===== src/sv/tmbd_pkg.sv =====
// Shared types and constants for the tagged matrix block deframer.
// No dependencies; the front, queue, back and top-level files import this package.
package tmbd_pkg;

	localparam int NUMBER_BYTES = 8;
	localparam int TYPE_BYTES = 4;
	localparam int STRING_LIMIT = 1024;

	localparam logic [31:0] START_MARK = 32'h4b636c42;
	localparam logic [31:0] END_MARK = 32'h426c634b;

	typedef enum logic [3:0] {
		PH_HUNT,
		PH_BLKLEN,
		PH_NAMELEN,
		PH_NAME,
		PH_COLCOUNT,
		PH_CNAMELEN,
		PH_CNAME,
		PH_CTYPE,
		PH_ROWS,
		PH_COLS,
		PH_DATA,
		PH_END
	} phase_t;

	localparam logic [2:0] RK_NAME = 3'd0;
	localparam logic [2:0] RK_CNAME = 3'd1;
	localparam logic [2:0] RK_CTYPE = 3'd2;
	localparam logic [2:0] RK_DIMS = 3'd3;
	localparam logic [2:0] RK_DATA = 3'd4;
	localparam logic [2:0] RK_ACCEPT = 3'd5;
	localparam logic [2:0] RK_REJECT = 3'd6;

	localparam logic [1:0] ERR_NONE = 2'd0;
	localparam logic [1:0] ERR_TOO_LONG = 2'd1;
	localparam logic [1:0] ERR_EOS = 2'd2;
	localparam logic [1:0] ERR_END_MARK = 2'd3;

	// One decoded result on its way from the front to the back.
	// word_a: column index for column results, row count for dimensions.
	// word_b: column count for dimensions.
	typedef struct packed {
		logic [2:0] rkind;
		logic [7:0] data;
		logic last;
		logic [1:0] err;
		logic [31:0] word_a;
		logic [31:0] word_b;
	} cmd_t;

endpackage


===== src/sv/tmbd_if.sv =====
// Handshake channels of the deframer: byte stream in, result items out.
// No dependencies.
interface tmbd_in_if;
	logic valid;
	logic ready;
	logic kind;
	logic [7:0] in_byte;

	modport source (output valid, output kind, output in_byte, input ready);
	modport sink (input valid, input kind, input in_byte, output ready);
endinterface

interface tmbd_out_if;
	logic valid;
	logic ready;
	logic [2:0] result_kind;
	logic [7:0] out_byte;
	logic last_of_field;
	logic [31:0] column_number;
	logic [31:0] row_count;
	logic [31:0] column_count;
	logic [1:0] error_code;

	modport source (output valid, output result_kind, output out_byte, output last_of_field,
		output column_number, output row_count, output column_count, output error_code,
		input ready);
	modport sink (input valid, input result_kind, input out_byte, input last_of_field,
		input column_number, input row_count, input column_count, input error_code,
		output ready);
endinterface


===== src/sv/tmbd_front.sv =====
// Front of the deframer: accepts stream items, tracks the block phase and
// pushes decoded results into the queue. Depends on tmbd_pkg and tmbd_if.
module tmbd_front (
	input logic clk,
	input logic arst_n,
	tmbd_in_if.sink stream,
	input logic q_full,
	output logic q_push,
	output tmbd_pkg::cmd_t q_cmd
);
	import tmbd_pkg::*;

	phase_t phase_q, phase_d;
	logic [31:0] window_q, window_d;
	logic [31:0] fcnt_q, fcnt_d;
	logic [23:0] acc_q, acc_d;
	logic [31:0] ctot_q, ctot_d;
	logic [31:0] cpos_q, cpos_d;
	logic [31:0] rows_q, rows_d;
	logic [31:0] rnb_q, rnb_d;
	logic halted_q, halted_d;

	logic accept;
	logic emit;
	logic rej;
	logic [1:0] rej_code;
	logic [31:0] word;
	logic word_done;
	logic cnt_last;
	logic [31:0] cnt_dec;
	logic [31:0] cpos_inc;
	logic [31:0] dsize;

	assign stream.ready = !q_full;
	assign accept = stream.valid && stream.ready;
	assign q_push = accept && emit;

	// little-endian word: three bytes already held plus the current one
	assign word = {stream.in_byte, acc_q};
	assign word_done = (fcnt_q[1:0] == 2'd3);
	assign cnt_last = (fcnt_q == 32'd1);
	assign cnt_dec = fcnt_q - 32'd1;
	assign cpos_inc = cpos_q + 32'd1;
	// rnb_q already holds rows*NUMBER_BYTES, so one multiply gives the data size
	assign dsize = rnb_q * word;

	always_comb begin
		phase_d = phase_q;
		window_d = window_q;
		fcnt_d = fcnt_q;
		acc_d = acc_q;
		ctot_d = ctot_q;
		cpos_d = cpos_q;
		rows_d = rows_q;
		rnb_d = rnb_q;
		halted_d = halted_q;
		emit = 1'b0;
		rej = 1'b0;
		rej_code = ERR_NONE;
		q_cmd = '0;

		if (accept && !halted_q) begin
			if (stream.kind) begin
				if (phase_q == PH_HUNT) begin
					halted_d = 1'b1;
				end else begin
					rej = 1'b1;
					rej_code = ERR_EOS;
				end
			end else begin
				// word collection for the length and marker phases
				if (phase_q == PH_BLKLEN || phase_q == PH_NAMELEN || phase_q == PH_COLCOUNT ||
					phase_q == PH_CNAMELEN || phase_q == PH_ROWS || phase_q == PH_COLS ||
					phase_q == PH_END) begin
					fcnt_d = word_done ? 32'd0 : fcnt_q + 32'd1;
					case (fcnt_q[1:0])
						2'd0: acc_d[7:0] = stream.in_byte;
						2'd1: acc_d[15:8] = stream.in_byte;
						2'd2: acc_d[23:16] = stream.in_byte;
						default: acc_d = acc_q;
					endcase
				end

				case (phase_q)
					PH_HUNT: begin
						window_d = {stream.in_byte, window_q[31:8]};
						if (window_d == START_MARK) begin
							fcnt_d = 32'd0;
							phase_d = PH_BLKLEN;
						end
					end
					PH_BLKLEN: begin
						if (word_done) begin
							phase_d = PH_NAMELEN;
						end
					end
					PH_NAMELEN: begin
						if (word_done) begin
							if (word > 32'(STRING_LIMIT)) begin
								rej = 1'b1;
								rej_code = ERR_TOO_LONG;
							end else if (word == 32'd0) begin
								phase_d = PH_COLCOUNT;
							end else begin
								fcnt_d = word;
								phase_d = PH_NAME;
							end
						end
					end
					PH_NAME: begin
						fcnt_d = cnt_dec;
						if (cnt_last) begin
							phase_d = PH_COLCOUNT;
						end
						emit = 1'b1;
						q_cmd.rkind = RK_NAME;
						q_cmd.data = stream.in_byte;
						q_cmd.last = cnt_last;
					end
					PH_COLCOUNT: begin
						if (word_done) begin
							ctot_d = word;
							cpos_d = 32'd0;
							phase_d = (word == 32'd0) ? PH_ROWS : PH_CNAMELEN;
						end
					end
					PH_CNAMELEN: begin
						if (word_done) begin
							if (word > 32'(STRING_LIMIT)) begin
								rej = 1'b1;
								rej_code = ERR_TOO_LONG;
							end else if (word == 32'd0) begin
								fcnt_d = 32'(TYPE_BYTES);
								phase_d = PH_CTYPE;
							end else begin
								fcnt_d = word;
								phase_d = PH_CNAME;
							end
						end
					end
					PH_CNAME: begin
						fcnt_d = cnt_dec;
						if (cnt_last) begin
							fcnt_d = 32'(TYPE_BYTES);
							phase_d = PH_CTYPE;
						end
						emit = 1'b1;
						q_cmd.rkind = RK_CNAME;
						q_cmd.data = stream.in_byte;
						q_cmd.last = cnt_last;
						q_cmd.word_a = cpos_q;
					end
					PH_CTYPE: begin
						fcnt_d = cnt_dec;
						if (cnt_last) begin
							cpos_d = cpos_inc;
							phase_d = (cpos_inc >= ctot_q) ? PH_ROWS : PH_CNAMELEN;
						end
						emit = 1'b1;
						q_cmd.rkind = RK_CTYPE;
						q_cmd.data = stream.in_byte;
						q_cmd.last = cnt_last;
						q_cmd.word_a = cpos_q;
					end
					PH_ROWS: begin
						if (word_done) begin
							rows_d = word;
							rnb_d = word * 32'(NUMBER_BYTES);
							phase_d = PH_COLS;
						end
					end
					PH_COLS: begin
						if (word_done) begin
							fcnt_d = dsize;
							phase_d = (dsize == 32'd0) ? PH_END : PH_DATA;
							emit = 1'b1;
							q_cmd.rkind = RK_DIMS;
							q_cmd.word_a = rows_q;
							q_cmd.word_b = word;
						end
					end
					PH_DATA: begin
						fcnt_d = cnt_dec;
						if (cnt_last) begin
							phase_d = PH_END;
						end
						emit = 1'b1;
						q_cmd.rkind = RK_DATA;
						q_cmd.data = stream.in_byte;
						q_cmd.last = cnt_last;
					end
					PH_END: begin
						if (word_done) begin
							if (word != END_MARK) begin
								rej = 1'b1;
								rej_code = ERR_END_MARK;
							end else begin
								phase_d = PH_HUNT;
								window_d = 32'd0;
								emit = 1'b1;
								q_cmd = '0;
								q_cmd.rkind = RK_ACCEPT;
							end
						end
					end
					default: begin
						phase_d = PH_HUNT;
						window_d = 32'd0;
					end
				endcase
			end

			if (rej) begin
				halted_d = 1'b1;
				phase_d = PH_HUNT;
				emit = 1'b1;
				q_cmd = '0;
				q_cmd.rkind = RK_REJECT;
				q_cmd.err = rej_code;
			end
		end
	end

	always_ff @(posedge clk or negedge arst_n) begin
		if (!arst_n) begin
			phase_q <= PH_HUNT;
			window_q <= '0;
			fcnt_q <= '0;
			acc_q <= '0;
			ctot_q <= '0;
			cpos_q <= '0;
			rows_q <= '0;
			rnb_q <= '0;
			halted_q <= 1'b0;
		end else begin
			phase_q <= phase_d;
			window_q <= window_d;
			fcnt_q <= fcnt_d;
			acc_q <= acc_d;
			ctot_q <= ctot_d;
			cpos_q <= cpos_d;
			rows_q <= rows_d;
			rnb_q <= rnb_d;
			halted_q <= halted_d;
		end
	end

endmodule


===== src/sv/tmbd_queue.sv =====
// Two-entry queue of decoded results between front and back.
// Depends on tmbd_pkg.
module tmbd_queue (
	input logic clk,
	input logic arst_n,
	input logic push,
	input tmbd_pkg::cmd_t push_cmd,
	output logic full,
	input logic pop,
	output logic valid,
	output tmbd_pkg::cmd_t head
);
	import tmbd_pkg::*;

	cmd_t entry_q [2];
	logic wr_ptr_q;
	logic rd_ptr_q;
	logic [1:0] count_q;

	assign full = (count_q == 2'd2);
	assign valid = (count_q != 2'd0);
	assign head = entry_q[rd_ptr_q];

	always_ff @(posedge clk) begin
		if (push) begin
			entry_q[wr_ptr_q] <= push_cmd;
		end
	end

	always_ff @(posedge clk or negedge arst_n) begin
		if (!arst_n) begin
			wr_ptr_q <= 1'b0;
			rd_ptr_q <= 1'b0;
			count_q <= 2'd0;
		end else begin
			if (push) begin
				wr_ptr_q <= !wr_ptr_q;
			end
			if (pop) begin
				rd_ptr_q <= !rd_ptr_q;
			end
			case ({push, pop})
				2'b10: count_q <= count_q + 2'd1;
				2'b01: count_q <= count_q - 2'd1;
				default: count_q <= count_q;
			endcase
		end
	end

endmodule


===== src/sv/tmbd_back.sv =====
// Back of the deframer: takes decoded results from the queue, expands them
// into the result fields and holds them in the output register.
// Depends on tmbd_pkg and tmbd_if.
module tmbd_back (
	input logic clk,
	input logic arst_n,
	input logic q_valid,
	input tmbd_pkg::cmd_t q_head,
	output logic q_pop,
	tmbd_out_if.source result
);
	import tmbd_pkg::*;

	logic valid_q;
	logic [2:0] kind_q;
	logic [7:0] byte_q;
	logic last_q;
	logic [31:0] colnum_q;
	logic [31:0] rows_q;
	logic [31:0] cols_q;
	logic [1:0] err_q;
	logic is_col;
	logic is_dims;

	assign q_pop = q_valid && (!valid_q || result.ready);
	assign is_col = (q_head.rkind == RK_CNAME) || (q_head.rkind == RK_CTYPE);
	assign is_dims = (q_head.rkind == RK_DIMS);

	always_ff @(posedge clk or negedge arst_n) begin
		if (!arst_n) begin
			valid_q <= 1'b0;
		end else if (q_pop) begin
			valid_q <= 1'b1;
		end else if (result.ready) begin
			valid_q <= 1'b0;
		end
	end

	always_ff @(posedge clk) begin
		if (q_pop) begin
			kind_q <= q_head.rkind;
			byte_q <= q_head.data;
			last_q <= q_head.last;
			colnum_q <= is_col ? q_head.word_a : 32'd0;
			rows_q <= is_dims ? q_head.word_a : 32'd0;
			cols_q <= is_dims ? q_head.word_b : 32'd0;
			err_q <= q_head.err;
		end
	end

	assign result.valid = valid_q;
	assign result.result_kind = kind_q;
	assign result.out_byte = byte_q;
	assign result.last_of_field = last_q;
	assign result.column_number = colnum_q;
	assign result.row_count = rows_q;
	assign result.column_count = cols_q;
	assign result.error_code = err_q;

endmodule


===== src/sv/tagged_matrix_block_deframer_core.sv =====
// Top level of the tagged matrix block deframer: front, queue and back.
// Depends on tmbd_pkg, tmbd_if, tmbd_front, tmbd_queue and tmbd_back.

// The deframer takes one stream byte (or an end-of-stream mark) per cycle
// while its queue is not full and gives at most one result item per byte;
// with the output side ready it sustains one item per clock. The front
// decodes each byte in the cycle it is accepted, and the data size
// (rows*cols*bytes per number) comes from one 32x32 multiply done as the last
// column-count byte arrives. Results then pass a two-entry queue and an output
// register, and input keeps flowing while a result waits, until the queue is
// full. A block that is rejected, or the stream ending, halts the deframer
// until reset; the input is still taken but produces nothing.
module tagged_matrix_block_deframer_core (
	input logic clk,
	input logic arst_n,
	tmbd_in_if.sink stream,
	tmbd_out_if.source result
);
	import tmbd_pkg::*;

	logic q_push;
	logic q_full;
	logic q_pop;
	logic q_valid;
	cmd_t q_cmd;
	cmd_t q_head;

	tmbd_front u_front (
		.clk(clk),
		.arst_n(arst_n),
		.stream(stream),
		.q_full(q_full),
		.q_push(q_push),
		.q_cmd(q_cmd)
	);

	tmbd_queue u_queue (
		.clk(clk),
		.arst_n(arst_n),
		.push(q_push),
		.push_cmd(q_cmd),
		.full(q_full),
		.pop(q_pop),
		.valid(q_valid),
		.head(q_head)
	);

	tmbd_back u_back (
		.clk(clk),
		.arst_n(arst_n),
		.q_valid(q_valid),
		.q_head(q_head),
		.q_pop(q_pop),
		.result(result)
	);

	// a queued result always reaches an empty output register next cycle
	a_drain: assert property (@(posedge clk) disable iff (!arst_n)
		q_valid && !result.valid |=> result.valid)
		else $error("queued item not moved to output register");

	// error code set exactly on rejections
	a_err: assert property (@(posedge clk) disable iff (!arst_n)
		result.valid |-> ((result.result_kind == RK_REJECT) == (result.error_code != ERR_NONE)))
		else $error("error code does not match result kind");

	// end-of-field flag only on byte-carrying items
	a_last: assert property (@(posedge clk) disable iff (!arst_n)
		result.valid && result.last_of_field |->
			(result.result_kind == RK_NAME || result.result_kind == RK_CNAME ||
			result.result_kind == RK_CTYPE || result.result_kind == RK_DATA))
		else $error("last flag on an item without bytes");

endmodule

===== src/flat_wrapper.sv =====
// flat-port wrapper written by rule: the top's interface ports become plain ports
module tagged_matrix_block_deframer_core_flat import tmbd_pkg::*;
  (clk, arst_n, stream_valid, stream_kind, stream_in_byte, stream_ready, result_valid, result_result_kind, result_out_byte, result_last_of_field, result_column_number, result_row_count, result_column_count, result_error_code, result_ready);
  tmbd_in_if stream_i ();
  tmbd_out_if result_i ();
  input logic clk;
  input logic arst_n;
  input wire logic [$bits(stream_i.valid)-1:0] stream_valid;
  input wire logic [$bits(stream_i.kind)-1:0] stream_kind;
  input wire logic [$bits(stream_i.in_byte)-1:0] stream_in_byte;
  output wire logic [$bits(stream_i.ready)-1:0] stream_ready;
  output wire logic [$bits(result_i.valid)-1:0] result_valid;
  output wire logic [$bits(result_i.result_kind)-1:0] result_result_kind;
  output wire logic [$bits(result_i.out_byte)-1:0] result_out_byte;
  output wire logic [$bits(result_i.last_of_field)-1:0] result_last_of_field;
  output wire logic [$bits(result_i.column_number)-1:0] result_column_number;
  output wire logic [$bits(result_i.row_count)-1:0] result_row_count;
  output wire logic [$bits(result_i.column_count)-1:0] result_column_count;
  output wire logic [$bits(result_i.error_code)-1:0] result_error_code;
  input wire logic [$bits(result_i.ready)-1:0] result_ready;
  assign stream_i.valid = stream_valid;
  assign stream_i.kind = stream_kind;
  assign stream_i.in_byte = stream_in_byte;
  assign stream_ready = stream_i.ready;
  assign result_valid = result_i.valid;
  assign result_result_kind = result_i.result_kind;
  assign result_out_byte = result_i.out_byte;
  assign result_last_of_field = result_i.last_of_field;
  assign result_column_number = result_i.column_number;
  assign result_row_count = result_i.row_count;
  assign result_column_count = result_i.column_count;
  assign result_error_code = result_i.error_code;
  assign result_i.ready = result_ready;
  tagged_matrix_block_deframer_core u_core (.clk(clk), .arst_n(arst_n), .stream(stream_i), .result(result_i));
endmodule

===== config.mk =====
export PLATFORM = sky130hd
export DESIGN_NAME = tagged_matrix_block_deframer_core_flat
export DESIGN_NICKNAME = d
export VERILOG_FILES = /design/src/sv/tmbd_pkg.sv /design/src/sv/tmbd_if.sv /design/src/sv/tmbd_front.sv /design/src/sv/tmbd_queue.sv /design/src/sv/tmbd_back.sv /design/src/sv/tagged_matrix_block_deframer_core.sv /design/src/flat_wrapper.sv
export SDC_FILE = /design/constraint.sdc
export NUM_CORES = 2
export LEC_CHECK = 0
export BUFFER_PORTS_ARGS = -buffer_cell sky130_fd_sc_hd__buf_2
export CAP_MARGIN = 20
export CORE_MARGIN = 2
export CORE_UTILIZATION = 60
export DETAILED_ROUTE_END_ITERATION = 10
export GPL_TIMING_DRIVEN = 0
export PLACE_DENSITY = 0.84
export RECOVER_POWER = 50
export SYNTH_ARGS = -nofsm -noshare
export SYNTH_HDL_FRONTEND = slang
export SYNTH_SLANG_ARGS = --single-unit

===== constraint.sdc =====
create_clock -name clk -period 9.4 [get_ports clk]
set_input_delay 0.47 -clock clk [delete_from_list [all_inputs] [get_ports clk]]
set_output_delay 0.47 -clock clk [all_outputs]
set_load 0.01 [all_outputs]

# After elaboration in Yosys (flattened, before gate mapping)
# Memory sizes are Yosys's and may differ from the RTL's.
# Index checks and enable logic that the tools add are counted.
dict set report word_totals {
  ff_bits 333
  ramBits 156
  out_inout_bits 112
  elab_cells 201
  memories 1
}
dict set report classes {
  n_addsub 5
  n_mul 1
  magnitude_cmp 2
  eq_ne 43
  muxes 83
  bitwise 2
  reduce_logical 42
}
# memory depth width rd rd_ports_with_merged_regs wr line
set memory_table {}
lappend memory_table {u_core.u_queue.entry_q 2 78 1 0 1 tmbd_queue.sv:15} ;# cmd_t entry_q [2];
# cell n
set op_table {}
lappend op_table {{2-to-1 mux 32 bit} 15}
lappend op_table {{2-to-1 mux 78 bit} 5}
lappend op_table {{one-hot mux 32 bit (3 select lines)} 2}
lappend op_table {{one-hot mux 32 bit (6 select lines)} 1}
lappend op_table {{one-hot mux 32 bit (2 select lines)} 2}
lappend op_table {{2-to-1 mux 4 bit} 19}
lappend op_table {{adder 32 x 1 -> 32 bit (second input constant)} 2}
lappend op_table {{zero test 32 bit} 2}
lappend op_table {{2-to-1 mux 64 bit} 1}
lappend op_table {{one-hot mux 4 bit (12 select lines)} 1}
lappend op_table {{equality test 32 x 1 -> 1 bit (second input constant)} 1}
lappend op_table {{equality test 32 x 31 -> 1 bit (second input constant)} 1}
lappend op_table {{greater-or-equal comparator 32 bit} 1}
lappend op_table {{> comparator 32 x 11 -> 1 bit (second input constant)} 1}
lappend op_table {{multiplier 29 x 32 -> 29 bit} 1}
lappend op_table {{!= test 32 x 31 -> 1 bit (second input constant)} 1}
lappend op_table {{subtractor 32 x 1 -> 32 bit (second input constant)} 1}
lappend op_table {{!= test 3 x 2 -> 1 bit (second input constant)} 10}
lappend op_table {{2-to-1 mux 1 bit} 24}
lappend op_table {{AND reduction 4 bit} 5}
lappend op_table {{one-hot mux 9 bit (2 select lines)} 1}
lappend op_table {{AND reduction 17 bit} 1}
lappend op_table {{equality test 4 x 3 -> 1 bit (second input constant)} 4}
lappend op_table {{equality test 4 bit (second input constant)} 4}
lappend op_table {{32 further kinds} 72}

# Depth between registers and ports, before layout
dict set report logic_depth {
  depth_word 12
  depth_mapped 30
  ltp_nobuf 28
}

# Hierarchy
# Synthesis repeated with hierarchy kept, for this count alone.
dict set report unflattened {
  hier_cells 3381
  hier_area_um2 34742.1
}
# module n_inst cells_each area_per_inst_um2
set by_module_without_submodules {}
lappend by_module_without_submodules {tmbd_front 1 2865 24780.0}
lappend by_module_without_submodules {tmbd_queue 1 259 5850.6}
lappend by_module_without_submodules {tmbd_back 1 257 4111.4}

# Worst setup path before layout
# No wires, ideal clock.
dict set report synth_path {
  kind {in2reg}
  from {in result_ready}
  to {reg u_core.u_queue.count_q[1]}
  t_arrival_ns 7.109
  path_slack_ns 2.212
  cell_stages 5
  path_buffers 0
  cell_sequence {inv_1 > a21oi_1 > ha_1 > nor2_1 > xor2_1}
}
dict set report synth_via {
  elab_chain_cells 4
}
# item line
set synth_rtl {}
lappend synth_rtl {{start, declared} flat_wrapper.sv:20} ;# input wire logic [$bits(result_i.ready)-1:0] result_ready;
lappend synth_rtl {{logical OR 1 bit *} tmbd_back.sv:25} ;# assign q_pop = q_valid && (!valid_q || result.ready);
lappend synth_rtl {{logical AND 1 bit *} tmbd_back.sv:25}
lappend synth_rtl {{named net u_core.q_pop} tagged_matrix_block_deframer_core.sv:23} ;# logic q_pop;
lappend synth_rtl {{equality test 2 x 1 -> 1 bit or equality test 2 bit (tied branches)} tmbd_queue.sv:42} ;# case ({push, pop})
lappend synth_rtl {{one-hot mux 2 bit (2 select lines) or nonzero test 2 bit (tied branches)} -}
lappend synth_rtl {{end signal, assigned} tmbd_queue.sv:43} ;# 2'b10: count_q <= count_q + 2'd1;
lappend synth_rtl {{end signal, assigned} tmbd_queue.sv:44} ;# 2'b01: count_q <= count_q - 2'd1;
lappend synth_rtl {{end signal, assigned} tmbd_queue.sv:45} ;# default: count_q <= count_q;
lappend synth_rtl {{end, declared} tmbd_queue.sv:18} ;# logic [1:0] count_q;
# Mark *: on every way through the listed nets, which the timed path passes. The rest lies on a longest branch.
# A chain may end at the register's enable or synchronous reset.

# Final worst setup path
dict set report layout_path {
  from {reg u_core.u_front.acc_q[4]}
  to {reg u_core.u_front.fcnt_q[30]}
}
dict set report layout_via {
  elab_chain_cells 5
}
# item line
set layout_rtl {}
lappend layout_rtl {{start, declared} tmbd_front.sv:16} ;# logic [23:0] acc_q, acc_d;
lappend layout_rtl {{start signal, assigned} tmbd_front.sv:229} ;# acc_q <= '0;
lappend layout_rtl {{start signal, assigned} tmbd_front.sv:239} ;# acc_q <= acc_d;
lappend layout_rtl {{branches (longest 4 deep; another with multiplier 29 x 32 -> 29 bit)} -}
lappend layout_rtl {{one-hot mux 32 bit (6 select lines) *} tmbd_front.sv:84} ;# case (phase_q)
lappend layout_rtl {{end signal, assigned} tmbd_front.sv:238} ;# fcnt_q <= fcnt_d;
lappend layout_rtl {{end, declared} tmbd_front.sv:15} ;# logic [31:0] fcnt_q, fcnt_d;
# Mark *: on every way between the ends.

==> impl_metrics.ini <==
[clock_network]
cts_num_sinks = 452
cts-buffers-inserted = 45
clkTransAtPathRegs_ps = 60
clk_latency_ps = 610
root_buffer = clkbuf_16
cts-htree-levels = 2
cts_tree = yes
clockBufferDepth = 3
post_cts_resized = 0

[setup_path]
arrival_ps = 9470
cp_max_fo = 10
worstSetupPathType = register to register
required_ps = 9870
r2r-start = u_core.u_front.acc_q[4]$_DFFE_PN0P_
crit_family = adder cells
slowest_stage = clkbuf_1
path_buf_inv = 7
critPathMostFrequentCell = fa_1
startpoint = u_core.u_front.acc_q[4]$_DFFE_PN0P_
cpPeakStageDelay_ps = 800
end_kind = register
startpoint_type = register

[logic_synthesis]
synth-main-ff-cell = edfxtp_1
ys_ff_latch = 452
syn_area_per_cell_um2 = 10.3
synth_nets = 3823
synth_edf_count = 266
async_reset_ff_frac = 0.412
seq_area_frac_synth = 0.369
synth_cells = 3331
ys_top_cells_by_area = edfxtp_1 23%, fa_1 19%, dfrtp_1 14%
ys_types = 77
synth.cell_area_um2 = 34300
synth_top_area_frac = 0.233
synth.largest_area_cell = edfxtp_1
yosysWarnings = 0

[floorplanning]
fp.coreArea_um2 = 56400
core.rowCount = 87
io_pins = 125
die_h_um = 243
initial_core_util = 0.608
die_x_um = 243
die_area_um2 = 59100

[timing]
fin_skew_ps = 43.5
max_freq_mhz = 111
fin_crit_ps = 9010
hold_ws_ps = 87.9
rsz0062_at_grt = no
worstMarginPinSlew_ps = 4470
final.setup.tns_ps = 0
drv_slew = 281
hold_violations = 0
finalCritPeriodShare = 0.958
max_slew_margin = -1.98
setup_violations = 0

[route]
drc = 0
drtIter0Drc = 2945
vias = 26100
top_layer = met4
drt-met1-wl_um = 36300
met2_length_um = 44700
viasPerCell = 6.06
wire_per_inst_um = 22.9
firstDrtPassIters = 6
drt-total-wl_um = 98800
routed-wl-met3_um = 11100
ant_nets = 0

[flow_run]
max_cap_violations = 5

[layout]
final_cell_mix = 430 x inv_1, 354 x nand2_1, 326 x fa_1
area_growth_pct = 9.07
layout_commonest_cell = inv_1
drive_gt1_frac = 0.0600
layout.nets = 4006
finalInstanceArea_um2 = 37400

[power]
peakVddDrop_uv = 175
leakage_nw = 16.8
total_power_mw = 5.23
power.density_nw_per_um2 = 140

[global_routing]
track_usage = 0.341
grt_max_degree = 108
overflow = 0
antenna_found_initial = 3
grt_pass1_wl_um = 153000
grt_pass1_vias = 26500

[place]
hpwl_um = 73200
place_congestion = 0.989
dpl-instance-area_um2 = 36000
numPortBuffers = 122

[min_path]
hp-class = input pin to register
worstHoldStart = result_ready

[run_status]
status = finished, violations left
violations = max-capacitance violations, max-slew violations
==> kinds of logic (layout without fill, tap and decap cells) <==
| family | Yosys count | in the layout | share of synthesized area |
|---|---|---|---|
| XOR/XNOR | 125 | 125 | 0.0319 |
| buffers and inverters | 632 | 851 | 0.0697 |
| other | 0 | 4 | 0 |
| AO/OA/AOI/OAI | 379 | 379 | 0.0723 |
| multiplexers | 168 | 168 | 0.0527 |
| adder cells (fa/ha/maj) | 479 | 479 | 0.246 |
| flip-flops | 452 | 452 | 0.369 |
| AND/OR/NAND/NOR | 1096 | 1096 | 0.158 |
==> per-layer routing <==
layer  track usage  vias to the layer above
li1              -                    11300
met1         0.435                    12800
met2         0.533                     1571
met3        0.0914                      405
met4         0.184                        0
met5       0.00163                        -
==> where the power goes <==
group	internal (mW)	total, mW	switching, mW
sequential	2.42	2.52	0.0984
combinational	0.286	0.872	0.586
clock	1.04	1.84	0.800
total	3.75	5.23	1.49
==> registers in the layout, summed over array words and instances (netlist names), 3 cells and up <==
signal	cells
u_core.u_back.result.out_byte	8
u_core.u_front.phase_q	4
u_core.u_back.result.column_number	32
u_core.u_back.result.column_count	32
u_core.u_back.result.result_kind	3
u_core.u_front.window_q	24
u_core.u_front.rows_q	32
u_core.u_front.acc_q	24
u_core.u_front.ctot_q	32
u_core.u_back.result.row_count	32
u_core.u_front.fcnt_q	32
u_core.u_queue.entry_q	156
u_core.u_front.cpos_q	32
==> path summary, 6_finish.rpt <==
check,end,slack [ps],cells after the start
max in group asynchronous,u_core.u_front.rows_q[19]$_DFFE_PN0P_,2960,3
min in group asynchronous,u_core.u_front.fcnt_q[22]$_DFFE_PN0P_,1990,2
max reg2reg,u_core.u_front.fcnt_q[30]$_DFFE_PN0P_,390,27
max,u_core.u_front.fcnt_q[30]$_DFFE_PN0P_,390,27
min reg2reg,u_core.u_front.window_q[9]$_DFFE_PN0P_,480,2
min,u_core.u_back.result.valid$_DFFE_PN0P_,90,2
==> synth_stat cells (all sizes together), types with 18 or more instances <==
| cell | count |
|---|---|
| nand2 | 354 |
| nand4 | 29 |
| edfxtp | 266 |
| clkbuf | 184 |
| fa | 326 |
| and2 | 239 |
| xnor2 | 87 |
| nand2b | 26 |
| nand3 | 48 |
| dfrtp | 186 |
| mux2i | 67 |
| a21o | 35 |
| a22oi | 36 |
| o21ai | 114 |
| ha | 153 |
| mux2 | 101 |
| xor2 | 38 |
| a21oi | 69 |
| inv | 430 |
| buf | 18 |
| nor4 | 23 |
| and3 | 65 |
| nor2 | 225 |
| nor3 | 31 |
==> metrics by stage <==
| step | util | setup WS (ps) | std cells |
|---|---|---|---|
| after floorplan | - | 2210 | 3331 |
| after global placement | 0.635 | 467 | 4209 |
| after detailed placement | 0.639 | 495 | 4219 |
| after CTS | 0.667 | 485 | 4303 |
| after global routing | 0.663 | 77.9 | 4306 |
| final | 0.663 | 392 | 4310 |
==> final cells by class <==
class | instances | area, um2
diodes | 4 | 10.0
clock buffers | 70 | 1360
plain buffers | 202 | 776
clock inverters | 13 | 161
well taps | 756 | 946
inverters | 430 | 1610
fillers | 4290 | 19000
repair buffers | 136 | 613
flip-flops and latches | 452 | 12600
multi-input cells | 2247 | 19300
==> what timing repair did <==
action                                 4_1_cts  5_1_grt
endpoints found under the hold margin       79        0
buffers inserted                             0        0
hold buffers                                 1        0
No activity file was read; power rests on OpenSTA's default activity.
